==> config.mk <==
export PLATFORM = sky130hd
export DESIGN_NAME = cpu_io_math_irq_pad_registers
export DESIGN_NICKNAME = d
export VERILOG_FILES = /design/src/hw/rtl/cio_pkg.sv /design/src/hw/rtl/cio_ctrl.sv /design/src/hw/rtl/cio_dp.sv /design/src/hw/rtl/cpu_io_math_irq_pad_registers.sv
export VERILOG_INCLUDE_DIRS = /design/src /design/src/hw/rtl
export SDC_FILE = /design/constraint.sdc
export NUM_CORES = 1
export LEC_CHECK = 0
export ABC_AREA = 1
export ABC_CLOCK_PERIOD_IN_PS = 5300
export BUFFER_PORTS_ARGS = -buffer_cell sky130_fd_sc_hd__buf_2
export CAP_MARGIN = 30
export CORE_UTILIZATION = 28
export DETAILED_ROUTE_END_ITERATION = 12
export PLACE_DENSITY = 0.51
export SLEW_MARGIN = 20
export SYNTH_ARGS = -nofsm -noshare
export SYNTH_HDL_FRONTEND = slang
export SYNTH_SLANG_ARGS = --single-unit
==> constraint.sdc <==
create_clock -name clk -period 5.3 [get_ports clk]
set_input_delay 0.265 -clock clk [delete_from_list [all_inputs] [get_ports clk]]
set_output_delay 0.265 -clock clk [all_outputs]
set_load 0.01 [all_outputs]
==> src/hw/rtl/cpu_io_math_irq_pad_registers_assert.svh <==
// Assertion macros for the CPU I/O register block.
// Included by modules that carry concurrent checks; no other dependencies.
`ifndef CPU_IO_MATH_IRQ_PAD_REGISTERS_ASSERT_SVH
`define CPU_IO_MATH_IRQ_PAD_REGISTERS_ASSERT_SVH
// Implication check, disabled in reset.
`define CIO_ASSERT_IMP(lbl, clk, rstn, a, c) \
  lbl: assert property (@(posedge clk) disable iff (!rstn) (a) |-> (c)) \
    else $error("check failed");
// Next-cycle implication check, disabled in reset.
`define CIO_ASSERT_NXT(lbl, clk, rstn, a, c) \
  lbl: assert property (@(posedge clk) disable iff (!rstn) (a) |=> (c)) \
    else $error("check failed");
`endif

==> src/hw/rtl/cio_pkg.sv <==
// Shared types and constants for the CPU I/O register block.
// No dependencies.
package cio_pkg;
  typedef enum logic [2:0] {
    MODE_READ = 3'd0, MODE_WRITE = 3'd1, MODE_HBLANK = 3'd2,
    MODE_VBLANK = 3'd3, MODE_SETPAD = 3'd4, MODE_NMIACK = 3'd5
  } mode_t;

  localparam logic [9:0] OFF_JOY0   = 10'h016;
  localparam logic [9:0] OFF_JOY1   = 10'h017;
  localparam logic [9:0] OFF_INTEN  = 10'h200;
  localparam logic [9:0] OFF_IOPORT = 10'h201;
  localparam logic [9:0] OFF_MULA   = 10'h202;
  localparam logic [9:0] OFF_MULB   = 10'h203;
  localparam logic [9:0] OFF_DIVL   = 10'h204;
  localparam logic [9:0] OFF_DIVH   = 10'h205;
  localparam logic [9:0] OFF_DIVB   = 10'h206;
  localparam logic [9:0] OFF_HTL    = 10'h207;
  localparam logic [9:0] OFF_HTH    = 10'h208;
  localparam logic [9:0] OFF_VTL    = 10'h209;
  localparam logic [9:0] OFF_VTH    = 10'h20A;
  localparam logic [9:0] OFF_ROMSPD = 10'h20D;
  localparam logic [9:0] OFF_NMIST  = 10'h210;
  localparam logic [9:0] OFF_TIMEUP = 10'h211;
  localparam logic [9:0] OFF_HVBST  = 10'h212;
  localparam logic [9:0] OFF_RDIO   = 10'h213;
  localparam logic [9:0] OFF_QL     = 10'h214;
  localparam logic [9:0] OFF_QH     = 10'h215;
  localparam logic [9:0] OFF_RL     = 10'h216;
  localparam logic [9:0] OFF_RH     = 10'h217;
  localparam logic [9:0] OFF_P0L    = 10'h218;
  localparam logic [9:0] OFF_P0H    = 10'h219;
  localparam logic [9:0] OFF_P1L    = 10'h21A;
  localparam logic [9:0] OFF_P1H    = 10'h21B;

  localparam logic [8:0] VBLANK_LINE = 9'd225;
  localparam logic [8:0] HBLANK_DOT  = 9'd274;
  localparam int unsigned DIV_STEPS  = 16;

  typedef struct packed {
    logic [2:0]  mode;
    logic [9:0]  reg_offset;
    logic [7:0]  write_data;
    logic [8:0]  scanline;
    logic [8:0]  dot;
    logic        pad_index;
    logic [11:0] pad_buttons;
  } item_t;

  // controller -> datapath
  typedef struct packed {
    logic exec;       // apply one item (all but divide finish)
    logic div_step;   // one restoring divide step
  } cmd_t;

  // datapath -> controller
  typedef struct packed {
    logic div_start;  // executed item started a divide
    logic div_done;   // last divide step in progress
  } sts_t;

  function automatic logic [15:0] remap_buttons(input logic [11:0] b);
    logic [15:0] r;
    r = '0;
    r[7] = b[0];  r[15] = b[1]; r[6] = b[2];  r[14] = b[3];
    r[5] = b[4];  r[4] = b[5];  r[12] = b[6]; r[13] = b[7];
    r[11] = b[8]; r[10] = b[9]; r[9] = b[10]; r[8] = b[11];
    return r;
  endfunction
endpackage

==> src/hw/rtl/cio_ctrl.sv <==
// Controller for the CPU I/O register block: sequences item execution,
// divide iterations and result delivery. Uses cio_pkg.
module cio_ctrl (
  input  logic          clk,
  input  logic          rst_n,
  input  logic          in_tvalid,
  output logic          in_tready,
  output logic          out_tvalid,
  input  logic          out_tready,
  output cio_pkg::cmd_t cmd,
  input  cio_pkg::sts_t sts
);
  typedef enum logic [1:0] {S_IDLE, S_DIV, S_OUT} state_t;
  state_t state_r;
  logic   out_valid_r;

  // accept new item when idle or the held result leaves this cycle
  assign in_tready  = (state_r == S_IDLE) || (state_r == S_OUT && out_tready);
  assign out_tvalid = out_valid_r;
  assign cmd.exec     = in_tvalid && in_tready;
  assign cmd.div_step = (state_r == S_DIV);

  always_ff @(posedge clk) begin
    if (!rst_n) begin
      state_r     <= S_IDLE;
      out_valid_r <= 1'b0;
    end else begin
      case (state_r)
        S_IDLE, S_OUT: begin
          if (cmd.exec) begin
            if (sts.div_start) begin
              state_r     <= S_DIV;
              out_valid_r <= 1'b0;
            end else begin
              state_r     <= S_OUT;
              out_valid_r <= 1'b1;
            end
          end else if (state_r == S_OUT && out_tready) begin
            state_r     <= S_IDLE;
            out_valid_r <= 1'b0;
          end
        end
        S_DIV: begin
          if (sts.div_done) begin
            state_r     <= S_OUT;
            out_valid_r <= 1'b1;
          end
        end
        default: begin
          state_r     <= S_IDLE;
          out_valid_r <= 1'b0;
        end
      endcase
    end
  end

  `include "cpu_io_math_irq_pad_registers_assert.svh"
  `CIO_ASSERT_IMP(a_valid_in_out, clk, rst_n, out_valid_r, state_r == S_OUT)
  `CIO_ASSERT_IMP(a_no_accept_div, clk, rst_n, state_r == S_DIV, !in_tready)
  `CIO_ASSERT_NXT(a_div_follows, clk, rst_n, cmd.exec && sts.div_start, state_r == S_DIV)
endmodule

==> src/hw/rtl/cio_dp.sv <==
// Datapath for the CPU I/O register block: register file, multiplier,
// iterative divider, pads, interrupt flags. Uses cio_pkg.
module cio_dp #(
  parameter int PAD_COUNT = 2
) (
  input  logic           clk,
  input  logic           rst_n,
  input  cio_pkg::item_t item,
  input  cio_pkg::cmd_t  cmd,
  output cio_pkg::sts_t  sts,
  output logic [7:0]     read_data,
  output logic           timer_irq,
  output logic           nmi_pending
);
  localparam int CW = $clog2(cio_pkg::DIV_STEPS);

  logic [7:0]  nmi_status_r, int_enable_r, io_port_r, mul_a_r, divisor_r;
  logic [7:0]  open_bus_r, rom_speed_r, rd_r;
  logic        timer_flag_r, irq_flag_r, nmi_request_r;
  logic [15:0] dividend_r, quotient_r, prod_rem_r;
  logic [8:0]  h_cmp_r, v_cmp_r;
  logic [15:0] pad_state_r [2];
  logic [15:0] pad_shift_r [2];
  logic [CW-1:0] cnt_r;

  logic is_rd, is_wr;
  logic [15:0] pad0, pad1;
  logic [8:0]  sub;
  logic [8:0]  rem_sh;

  assign is_rd = item.mode == cio_pkg::MODE_READ;
  assign is_wr = item.mode == cio_pkg::MODE_WRITE;
  assign pad0  = pad_state_r[0];
  assign pad1  = (PAD_COUNT > 1) ? pad_state_r[1] : 16'd0;

  assign sts.div_start = is_wr && item.reg_offset == cio_pkg::OFF_DIVB && item.write_data != 8'd0;
  assign sts.div_done  = cmd.div_step && cnt_r == CW'(cio_pkg::DIV_STEPS - 1);

  // restoring step: remainder in prod_rem_r, dividend bits shift through quotient_r
  assign rem_sh = {prod_rem_r[7:0], quotient_r[15]};
  assign sub    = rem_sh - {1'b0, divisor_r};

  assign read_data   = rd_r;
  assign timer_irq   = irq_flag_r;
  assign nmi_pending = nmi_request_r;

  always_ff @(posedge clk) begin
    if (!rst_n) begin
      nmi_status_r <= '0; int_enable_r <= '0; io_port_r <= '0; mul_a_r <= '0;
      divisor_r <= '0; open_bus_r <= '0; rom_speed_r <= '0; rd_r <= '0;
      timer_flag_r <= 1'b0; irq_flag_r <= 1'b0; nmi_request_r <= 1'b0;
      dividend_r <= '0; quotient_r <= '0; prod_rem_r <= '0;
      h_cmp_r <= '0; v_cmp_r <= '0; cnt_r <= '0;
      pad_state_r[0] <= '0; pad_state_r[1] <= '0;
      pad_shift_r[0] <= '0; pad_shift_r[1] <= '0;
    end else if (cmd.div_step) begin
      cnt_r <= cnt_r + CW'(1);
      if (!sub[8]) begin
        prod_rem_r <= {8'd0, sub[7:0]};
        quotient_r <= {quotient_r[14:0], 1'b1};
      end else begin
        prod_rem_r <= {7'd0, rem_sh};
        quotient_r <= {quotient_r[14:0], 1'b0};
      end
    end else if (cmd.exec) begin
      rd_r <= 8'd0;
      case (item.mode)
        cio_pkg::MODE_READ: begin
          case (item.reg_offset)
            cio_pkg::OFF_JOY0: begin
              rd_r <= {7'd0, pad_shift_r[0][0]};
              pad_shift_r[0] <= {1'b1, pad_shift_r[0][15:1]};
            end
            cio_pkg::OFF_JOY1: begin
              rd_r <= {7'd0, pad_shift_r[1][0]};
              pad_shift_r[1] <= {1'b1, pad_shift_r[1][15:1]};
            end
            cio_pkg::OFF_NMIST: begin
              rd_r <= nmi_status_r;
              nmi_status_r <= {1'b0, nmi_status_r[6:0]};
            end
            cio_pkg::OFF_TIMEUP: begin
              rd_r <= {timer_flag_r, 7'd0};
              timer_flag_r <= 1'b0;
              irq_flag_r <= 1'b0;
            end
            cio_pkg::OFF_HVBST: rd_r <= {item.scanline >= cio_pkg::VBLANK_LINE,
                                        item.dot >= cio_pkg::HBLANK_DOT, 6'd0};
            cio_pkg::OFF_RDIO: rd_r <= io_port_r;
            cio_pkg::OFF_QL:   rd_r <= quotient_r[7:0];
            cio_pkg::OFF_QH:   rd_r <= quotient_r[15:8];
            cio_pkg::OFF_RL:   rd_r <= prod_rem_r[7:0];
            cio_pkg::OFF_RH:   rd_r <= prod_rem_r[15:8];
            cio_pkg::OFF_P0L:  rd_r <= pad0[7:0];
            cio_pkg::OFF_P0H:  rd_r <= pad0[15:8];
            cio_pkg::OFF_P1L:  rd_r <= pad1[7:0];
            cio_pkg::OFF_P1H:  rd_r <= pad1[15:8];
            default: rd_r <= open_bus_r;
          endcase
        end
        cio_pkg::MODE_WRITE: begin
          open_bus_r <= item.write_data;
          case (item.reg_offset)
            cio_pkg::OFF_JOY0: if (item.write_data[0]) begin
              pad_shift_r[0] <= pad0;
              pad_shift_r[1] <= pad1;
            end
            cio_pkg::OFF_INTEN:  int_enable_r <= item.write_data;
            cio_pkg::OFF_IOPORT: io_port_r <= item.write_data;
            cio_pkg::OFF_MULA:   mul_a_r <= item.write_data;
            cio_pkg::OFF_MULB:   prod_rem_r <= {8'd0, mul_a_r} * {8'd0, item.write_data};
            cio_pkg::OFF_DIVL:   dividend_r[7:0] <= item.write_data;
            cio_pkg::OFF_DIVH:   dividend_r[15:8] <= item.write_data;
            cio_pkg::OFF_DIVB: begin
              divisor_r <= item.write_data;
              cnt_r <= '0;
              if (item.write_data == 8'd0) begin
                quotient_r <= 16'hFFFF;
                prod_rem_r <= dividend_r;
              end else begin
                quotient_r <= dividend_r;
                prod_rem_r <= 16'd0;
              end
            end
            cio_pkg::OFF_HTL: h_cmp_r[7:0] <= item.write_data;
            cio_pkg::OFF_HTH: h_cmp_r[8] <= item.write_data[0];
            cio_pkg::OFF_VTL: v_cmp_r[7:0] <= item.write_data;
            cio_pkg::OFF_VTH: v_cmp_r[8] <= item.write_data[0];
            cio_pkg::OFF_ROMSPD: rom_speed_r <= item.write_data;
            default: ;
          endcase
        end
        cio_pkg::MODE_HBLANK: begin
          if (int_enable_r[4] && item.dot >= h_cmp_r &&
              (!int_enable_r[5] || item.scanline == v_cmp_r)) begin
            irq_flag_r <= 1'b1;
            timer_flag_r <= 1'b1;
          end
        end
        cio_pkg::MODE_VBLANK: begin
          nmi_status_r <= 8'h82;
          if (int_enable_r[7]) nmi_request_r <= 1'b1;
          if (int_enable_r[0]) begin
            pad_shift_r[0] <= pad0;
            pad_shift_r[1] <= pad1;
          end
          if (int_enable_r[5] && !int_enable_r[4] && item.scanline == v_cmp_r) begin
            irq_flag_r <= 1'b1;
            timer_flag_r <= 1'b1;
          end
        end
        cio_pkg::MODE_SETPAD: begin
          if (int'(item.pad_index) < PAD_COUNT)
            pad_state_r[item.pad_index] <= cio_pkg::remap_buttons(item.pad_buttons);
        end
        cio_pkg::MODE_NMIACK: nmi_request_r <= 1'b0;
        default: ;
      endcase
    end
  end

  `include "cpu_io_math_irq_pad_registers_assert.svh"
  `CIO_ASSERT_IMP(a_irq_timer, clk, rst_n, irq_flag_r, timer_flag_r)
  `CIO_ASSERT_NXT(a_wr_openbus, clk, rst_n, cmd.exec && is_wr, open_bus_r == $past(item.write_data))
  `CIO_ASSERT_NXT(a_nonread_zero, clk, rst_n, cmd.exec && !is_rd, rd_r == 8'd0)
endmodule

==> src/hw/rtl/cpu_io_math_irq_pad_registers.sv <==
// Top level of the CPU I/O register block: math units, pads, IRQ/NMI.
// Instantiates cio_ctrl and cio_dp; uses cio_pkg.
//
//  channel | dir | tdata fields (low bit first)                       | tuser
//  in_     | in  | mode,reg_offset,write_data,scanline,dot,pad_index,  | -
//          |     | pad_buttons (52 bits, zero-filled to 56)            |
//  out_    | out | read_data,timer_irq,nmi_pending (10 -> 16 bits)     | -
//
// A write of a nonzero divisor runs the restoring 16/8 divider, which retires
// one quotient bit per cycle and takes no new item until it is done.
// A result sits in the output register until transferred; a new item is
// taken in the same cycle the held result leaves. Reset (rst_n low,
// synchronous) clears all state to zero.
module cpu_io_math_irq_pad_registers #(
  parameter int PAD_COUNT = 2
) (
  input  logic        clk,
  input  logic        rst_n,
  input  logic        in_tvalid,
  output logic        in_tready,
  input  logic [55:0] in_tdata,   // mode[2:0] reg_offset[12:3] write_data[20:13]
                                  // scanline[29:21] dot[38:30] pad_index[39]
                                  // pad_buttons[51:40]
  output logic        out_tvalid,
  input  logic        out_tready,
  output logic [15:0] out_tdata   // read_data[7:0] timer_irq[8] nmi_pending[9]
);
  cio_pkg::item_t item;
  cio_pkg::cmd_t  cmd;
  cio_pkg::sts_t  sts;
  logic [7:0] rd;
  logic irq, nmi;

  // unpack the transfer
  assign item.mode        = in_tdata[2:0];
  assign item.reg_offset  = in_tdata[12:3];
  assign item.write_data  = in_tdata[20:13];
  assign item.scanline    = in_tdata[29:21];
  assign item.dot         = in_tdata[38:30];
  assign item.pad_index   = in_tdata[39];
  assign item.pad_buttons = in_tdata[51:40];

  cio_ctrl u_ctrl (
    .clk, .rst_n, .in_tvalid, .in_tready, .out_tvalid, .out_tready, .cmd, .sts
  );

  cio_dp #(.PAD_COUNT(PAD_COUNT)) u_dp (
    .clk, .rst_n, .item, .cmd, .sts,
    .read_data(rd), .timer_irq(irq), .nmi_pending(nmi)
  );

  assign out_tdata = {6'd0, nmi, irq, rd};
endmodule

== After elaboration in Yosys (flattened, before gate mapping) ==
Memories as Yosys holds them, arrays and structs flattened.
Cells that the tools add are included.

* Flip-flop bits (word level): 131
* Bits in latches: 0
* Memory bits (writable): 56
* Bits in read-only memories: 0
* Input bits: 60
* Memories kept: 2

* Add/subtract/negate cells: 2
* Multipliers: 1
* Divide/modulo/power cells: 0
* Order comparisons: 3
* Equality and inequality tests: 41
* Shift operators: 0
* Mux-type cells: 76
* Bitwise logic cells: 8
* Reductions and logical operators: 45

{| class="wikitable"
|+ Memories
! name !! words !! width !! rd ports !! clocked after memory_dff !! wr ports !! RTL line !! text
|-
| u_dp.pad_shift_r || 2 || 16 || 2 || 0 || 2 || cio_dp.sv:23 || <nowiki>logic [15:0] pad_shift_r [2];</nowiki>
|-
| u_dp.pad_state_r || 2 || 12 || 2 || 0 || 2 || cio_dp.sv:22 || <nowiki>logic [15:0] pad_state_r [2];</nowiki>
|}

{| class="wikitable"
|+ Operators with widths
! operator !! count
|-
| 16-bit two-way mux || 15
|-
| 10-bit equality test, second input constant || 23
|-
| 8-bit one-hot mux with 14 select lines || 1
|-
| 4-bit AND reduction || 13
|-
| 1-bit two-way mux || 42
|-
| 16-bit one-hot mux with 2 select lines || 1
|-
| 10-bit by 5-bit equality test with 1-bit output, second input constant || 2
|-
| 8-bit by 8-bit multiplier with 16-bit output || 1
|-
| 4-bit two-way mux || 4
|-
| 8-bit two-way mux || 2
|-
| 8-bit one-hot mux with 2 select lines || 1
|-
| 12-bit two-way mux || 1
|-
| 12-bit OR reduction || 1
|-
| 2-bit nonzero test || 5
|-
| 9-bit equality test || 1
|-
| 9-bit by 8-bit greater-or-equal comparator with 1-bit output, second input constant || 1
|-
| 9-bit greater-or-equal comparator || 1
|-
| 9-bit greater-or-equal comparator, second input constant || 1
|-
| 1-bit logical AND || 9
|-
| 9-bit two-way mux || 1
|-
| 3-bit AND reduction || 3
|-
| 9-bit by 8-bit subtractor with 9-bit output || 1
|-
| 8-bit zero test || 1
|-
| 2-bit two-way mux || 4
|-
| 24 further kinds || 41
|}

== Logic depth before layout (Yosys ltp) ==
* Word-level depth: 11
* Depth in mapped cells: 23

== Modules after synthesis ==
A second synthesis with hierarchy kept.

* Cell total of the unflattened synthesis: 1569
* Area total of the unflattened synthesis: 11239.5 µm²

{| class="wikitable"
|+ Modules (own cells, without submodules)
! module !! times used !! cells an instance !! area an instance (µm²)
|-
| cio_dp || 1 || 1536 || 11029.3
|-
| cio_ctrl || 1 || 24 || 146.4
|-
| cpu_io_math_irq_pad_registers || 1 || 9 || 63.8
|}

== Worst setup path after synthesis ==
No wires, ideal clock.

* Path type: input -> register
* From: input port in_tdata[20]
* To: register u_dp.prod_rem_r[14]
* Library setup time: 0.132 ns
* Arrival time: 3.994 ns
* Data required time: 5.168 ns
* Setup slack: 1.174 ns
* Stages: 21
* Path buffers: 2
* Cell sequence: buf_2 > clkbuf_1 > nand2_1 > fa_1 > fa_1 > inv_1 > fa_1 > inv_1 > fa_1 > inv_1 > ha_1 > nand2_1 > nand2_1 > a21oi_1 > nand2_1 > nand2_1 > nand2_1 > nand2_1 > nand3_1 > nand2_1 > a21oi_1

* Longest elaborated chain between the ends: 6
* Elaborated cells on any way between the ends: 7
* Classes of those cells: 1 x mul; 5 x mux; 1 x reduce/logical

{| class="wikitable"
|+ RTL lines
! what !! RTL line !! text
|-
| start: declaration || cpu_io_math_irq_pad_registers.sv:21 || <nowiki>input logic [55:0] in_tdata,</nowiki>
|-
| branches (longest 2 deep; another with 8-bit by 8-bit multiplier with 16-bit output) || n/a ||
|-
| 16-bit one-hot mux with 2 select lines * || cio_dp.sv:103 || <nowiki>case (item.reg_offset)</nowiki>
|-
| 16-bit two-way mux * || cio_dp.sv:67 || <nowiki>case (item.mode)</nowiki>
|-
| 16-bit two-way mux * || cio_dp.sv:65 || <nowiki>end else if (cmd.exec) begin</nowiki>
|-
| 16-bit two-way mux * || cio_dp.sv:56 || <nowiki>end else if (cmd.div_step) begin</nowiki>
|-
| end signal: assignment || cio_dp.sv:59 || <nowiki>prod_rem_r <= {8'd0, sub[7:0]};</nowiki>
|-
| end signal: assignment || cio_dp.sv:62 || <nowiki>prod_rem_r <= {7'd0, rem_sh};</nowiki>
|-
| end signal: assignment || cio_dp.sv:111 || <nowiki>cio_pkg::OFF_MULB: prod_rem_r <= {8'd0, mul_a_r} * {8'd0, item.write_data};</nowiki>
|-
| end: declaration || cio_dp.sv:20 || <nowiki>logic [15:0] dividend_r, quotient_r, prod_rem_r;</nowiki>
|}

Mark *: on every way between the ends. The select of a mux whose other input is x is not followed.
A chain may end at the register's enable or synchronous reset.

== Final worst setup path ==
* From: register u_dp.mul_a_r[1]
* To: register u_dp.prod_rem_r[14]

* Longest elaborated chain between the ends: 5

{| class="wikitable"
|+ RTL lines
! what !! RTL line !! text
|-
| start: declaration || cio_dp.sv:17 || <nowiki>logic [7:0] nmi_status_r, int_enable_r, io_port_r, mul_a_r, divisor_r;</nowiki>
|-
| start signal: assignment || cio_dp.sv:110 || <nowiki>cio_pkg::OFF_MULA: mul_a_r <= item.write_data;</nowiki>
|-
| 8-bit by 8-bit multiplier with 16-bit output || cio_dp.sv:111 ||
|-
| 16-bit one-hot mux with 2 select lines || cio_dp.sv:103 ||
|-
| 16-bit two-way mux || cio_dp.sv:67 ||
|-
| 16-bit two-way mux || cio_dp.sv:65 ||
|-
| 16-bit two-way mux || cio_dp.sv:56 ||
|}

No other way between the ends. The select of a mux whose other input is x is not followed.

==> impl_metrics.toml <==
[route]
vias = 9866
first_iter_violations = 645
drtPass1Iterations = 6
ant_nets = 0
wl_um = 33100
viasPerCell = 4.60
wl_per_cell_um = 15.4
drc = 0

[power_and_ir_drop]
p_sw_share_pct = 26.7
power_uw = 2830
peakVddDrop_mv = 0.165
intPower_uw = 2070
power_density_mw_per_mm2 = 220
p_leak_uw = 0.00613
power_frac_seq_pct = 50.1
pwr-share-comb_pct = 6.5
p_clk_share_pct = 43.4
p_sw_uw = 754

[cells_and_area]
area_delta_synth_final_pct = 11.1
antenna_cells = 0
stdcell_area_mm2 = 0.0128
layout.nets = 1752
fillCellCount = 4398
final_layout_size_suffix_gt1_share_pct = 12.3

[synth]
yosysUniqueCellTypes = 45
synth_top_area_share_pct = 20.8
syn_inst = 1567
synth_area_mm2 = 0.0116
synth_compound_area_share_pct = 15.0
muxShareOfSynthArea_pct = 0
synth_area_leaders = "dfxtp_1, edfxtp_1, nand2_1"
synthSimpleGateAreaFrac_pct = 22.9
syn_avg_cell_area_um2 = 7.38
synth_warnings = 0
synthAdderAreaFrac_pct = 12.4
ys_seq_area_share_pct = 35.3
ys_ff_latch = 176
yosysTopAreaCell = "dfxtp_1"
synth_top_family_by_area = "simple AND/OR/NAND/NOR gates"
synthXorXnorAreaFrac_pct = 0.455

[floorplanning]
core_mm2 = 0.0407
rows = 74
dieArea_mm2 = 0.0421
start_util_pct = 28.4
io_pins = 78
die_h_um = 205
chipWidth_um = 205

[setup_path]
reg2regPathDepth = 19
required_ns = 5.61
cp-end-kind = "flop"
crit_path_start_kind = "flop"
cp.arrival_ns = 4.66
reg2reg_to = "u_dp.prod_rem_r[14]$_SDFFE_PN0P_"
crit_type = "reg2reg"
cp_max_fo = 9
timing.rr.start = "u_dp.mul_a_r[1]$_SDFFE_PN0P_"
ff2ff_setup_slack_ns = 0.95

[global_route]
antenna_found_initial = 0
grt_pass1_vias = 9684
track_usage_pct = 16.3
grt_max_degree = 102
grt_pass1_wl_um = 52900
grt_overflow_total = 0

[timing]
fmax_mhz = 230
timing.hold.ws_ns = 0.122
clock_skew_ns = 0.0132
tightest_slew_ns = 0.623
rsz0062_at_grt = "no"
timing.setup.tns_ns = 0
slew_violations = 0
finalSetupViolations = 0
period_minus_slack_ns = 4.35
slew_headroom_pct = 58.4
finalHoldViolations = 0
post-route-period-util_pct = 82.1

[cts]
cts.sinks = 176
cts.clk_slew.worst_paths_ns = 0.07
cts_resized = 0
cts-root-buf = "clkbuf_16"
clkLatencyLatePin_ns = 0.45
clock_path_buffers = 2
tritoncts = "yes"
cts-hold-fix-buffers = 0
cts_inserted_buffers = 17
htreeDepth = 4
cts_setup_buffers = 0

[job]
max_cap_viol_count = 0

[min_path]
hold_path.class = "in2reg"
whs_endpoint = "u_dp.open_bus_r[0]$_SDFFE_PN0P_"
hold_start = "rst_n"
worstHoldPathCells = 3

[placed_design]
dpl_cell_area_mm2 = 0.0123
gp_congestion = 0.885
dp_hpwl_um = 24600
port_buffers = 67

[run_status]
status = "completed"
-- placed cells by master (no fill, tap or decap), types with 6 or more instances in the layout --
master	Yosys	final
nor2_1	132	132
nand2_1	312	312
nand2_2	9	9
conb_1	1	6
buf_4	8	13
inv_2	17	17
a21oi_2	6	6
nor3_1	7	7
o21ai_1	38	40
o21ai_0	110	108
nor2_2	18	18
nand2_4	10	10
a311oi_2	9	9
ha_1	55	55
fa_1	37	37
dfxtp_1	120	120
buf_2	16	67
a21oi_1	112	112
nand3_1	67	67
clkbuf_16	0	17
inv_1	301	301
edfxtp_1	56	56
o22ai_1	12	12
nand4_1	18	18
-- worst max-delay path by stage --
stage,start,endpoint,cells past startpoint
3_5_place_dp,in_tdata[16],u_dp.prod_rem_r[14]$_SDFFE_PN0P_,20
4_1_cts,u_dp.mul_a_r[1]$_SDFFE_PN0P_,u_dp.prod_rem_r[14]$_SDFFE_PN0P_,19
2_1_floorplan,in_tdata[20],u_dp.prod_rem_r[14]$_SDFFE_PN0P_,21
3_3_place_gp,in_tdata[16],u_dp.prod_rem_r[14]$_SDFFE_PN0P_,20
5_1_grt,u_dp.mul_a_r[1]$_SDFFE_PN0P_,u_dp.prod_rem_r[14]$_SDFFE_PN0P_,19
6_report,u_dp.mul_a_r[1]$_SDFFE_PN0P_,u_dp.prod_rem_r[14]$_SDFFE_PN0P_,19
-- metal layers --
layer / track usage [%] / vias up / part of all wire [%]
met2: 28.6 / 161 / 49
li1: - / 5006 / -
met3: 2.09 / 31 / 3.5
met5: 0 / - / 0
met4: 4.37 / 0 / 1.4
met1: 20.7 / 4668 / 46
-- cells by family after synthesis --
| kind of cell | count (synthesis) |
|---|---|
| xor+xnor | 6 |
| compound gates | 309 |
| simple gates | 592 |
| fa+ha+maj | 92 |
| buf+inv | 391 |
| flops | 176 |
| other cells | 1 |
-- sequential cells by signal, indices dropped and copies added (netlist names), 2 cells and up --
| register | count |
|---|---|
| u_dp.io_port_r | 8 |
| u_dp.divisor_r | 8 |
| u_dp.prod_rem_r | 16 |
| u_dp.quotient_r | 16 |
| u_dp.h_cmp_r | 9 |
| u_dp.cnt_r | 4 |
| u_dp.int_enable_r | 4 |
| u_dp.open_bus_r | 8 |
| u_dp.read_data | 8 |
| u_dp.pad_shift_r | 32 |
| u_dp.pad_state_r | 24 |
| u_dp.dividend_r | 16 |
| u_dp.nmi_status_r | 2 |
| u_dp.mul_a_r | 8 |
| u_dp.v_cmp_r | 9 |
-- through the flow --
step / util (%) / instances / setup slack, ns
2_1_floorplan: - / 1572 / 1.17
3_3_place_gp: 30.1 / 2112 / 0.834
3_5_place_dp: 30.1 / 2112 / 0.854
4_1_cts: 31.5 / 2144 / 0.904
5_1_grt: 31.5 / 2145 / 0.623
6_report: 31.5 / 2145 / 0.950
-- worst max-delay path, cell delays in order, from the launching register on --
cell and delay [ns]:
dfxtp_1 0.57, nand2_1 0.13, fa_1 0.51, fa_1 0.54, inv_1 0.05, fa_1 0.52
inv_1 0.05, fa_1 0.53, inv_1 0.04, ha_1 0.35, nand2_1 0.09, nand2_1 0.06
a21oi_1 0.12, nand2_1 0.13, nand2_1 0.10, nand2_1 0.06, nand2_1 0.06, nand3_1 0.13
nand2_1 0.10, a21oi_1 0.06
-- synth_stat cells (all sizes together) --
cell type and number:
nand2 331, inv 319, nor2 158, o21ai 149
dfxtp 120, a21oi 118, nand3 70, edfxtp 56
ha 55, clkbuf 37, fa 37, buf 35
nand4 18, a311oi 14, o22ai 12, nor3 8
a31oi 5, a21o 4, xnor2 4, nand3b 3
o211ai 3, o21bai 2, or2 2, xor2 2
a211oi 1, and3 1, conb 1, nor4 1
o221ai 1
-- power groups by stage --
| stage | Combinational, uW | Clock [uW] | Sequential [uW] |
|---|---|---|---|
| finish | 183 | 1230 | 1420 |
| CTS | 184 | 1260 | 1420 |
| global route | 204 | 1310 | 1420 |
| floorplan | 108 | 0 | 1440 |
| detailed placement | 183 | 0 | 1450 |
| global placement | 181 | 0 | 1450 |
-- layout make-up --
| class | instances | area (um2) | area share [%] |
|---|---|---|---|
| inverter | 319 | 1200 | 9.34 |
| clock buffer | 18 | 429 | 3.34 |
| clock inverter | 14 | 121 | 0.945 |
| timing repair buffer | 81 | 453 | 3.53 |
| tap | 532 | 666 | 5.18 |
| multi-input combinational | 1005 | 5890 | 45.9 |
| sequential | 176 | 4080 | 31.8 |
(Power assumes the default switching activity.)
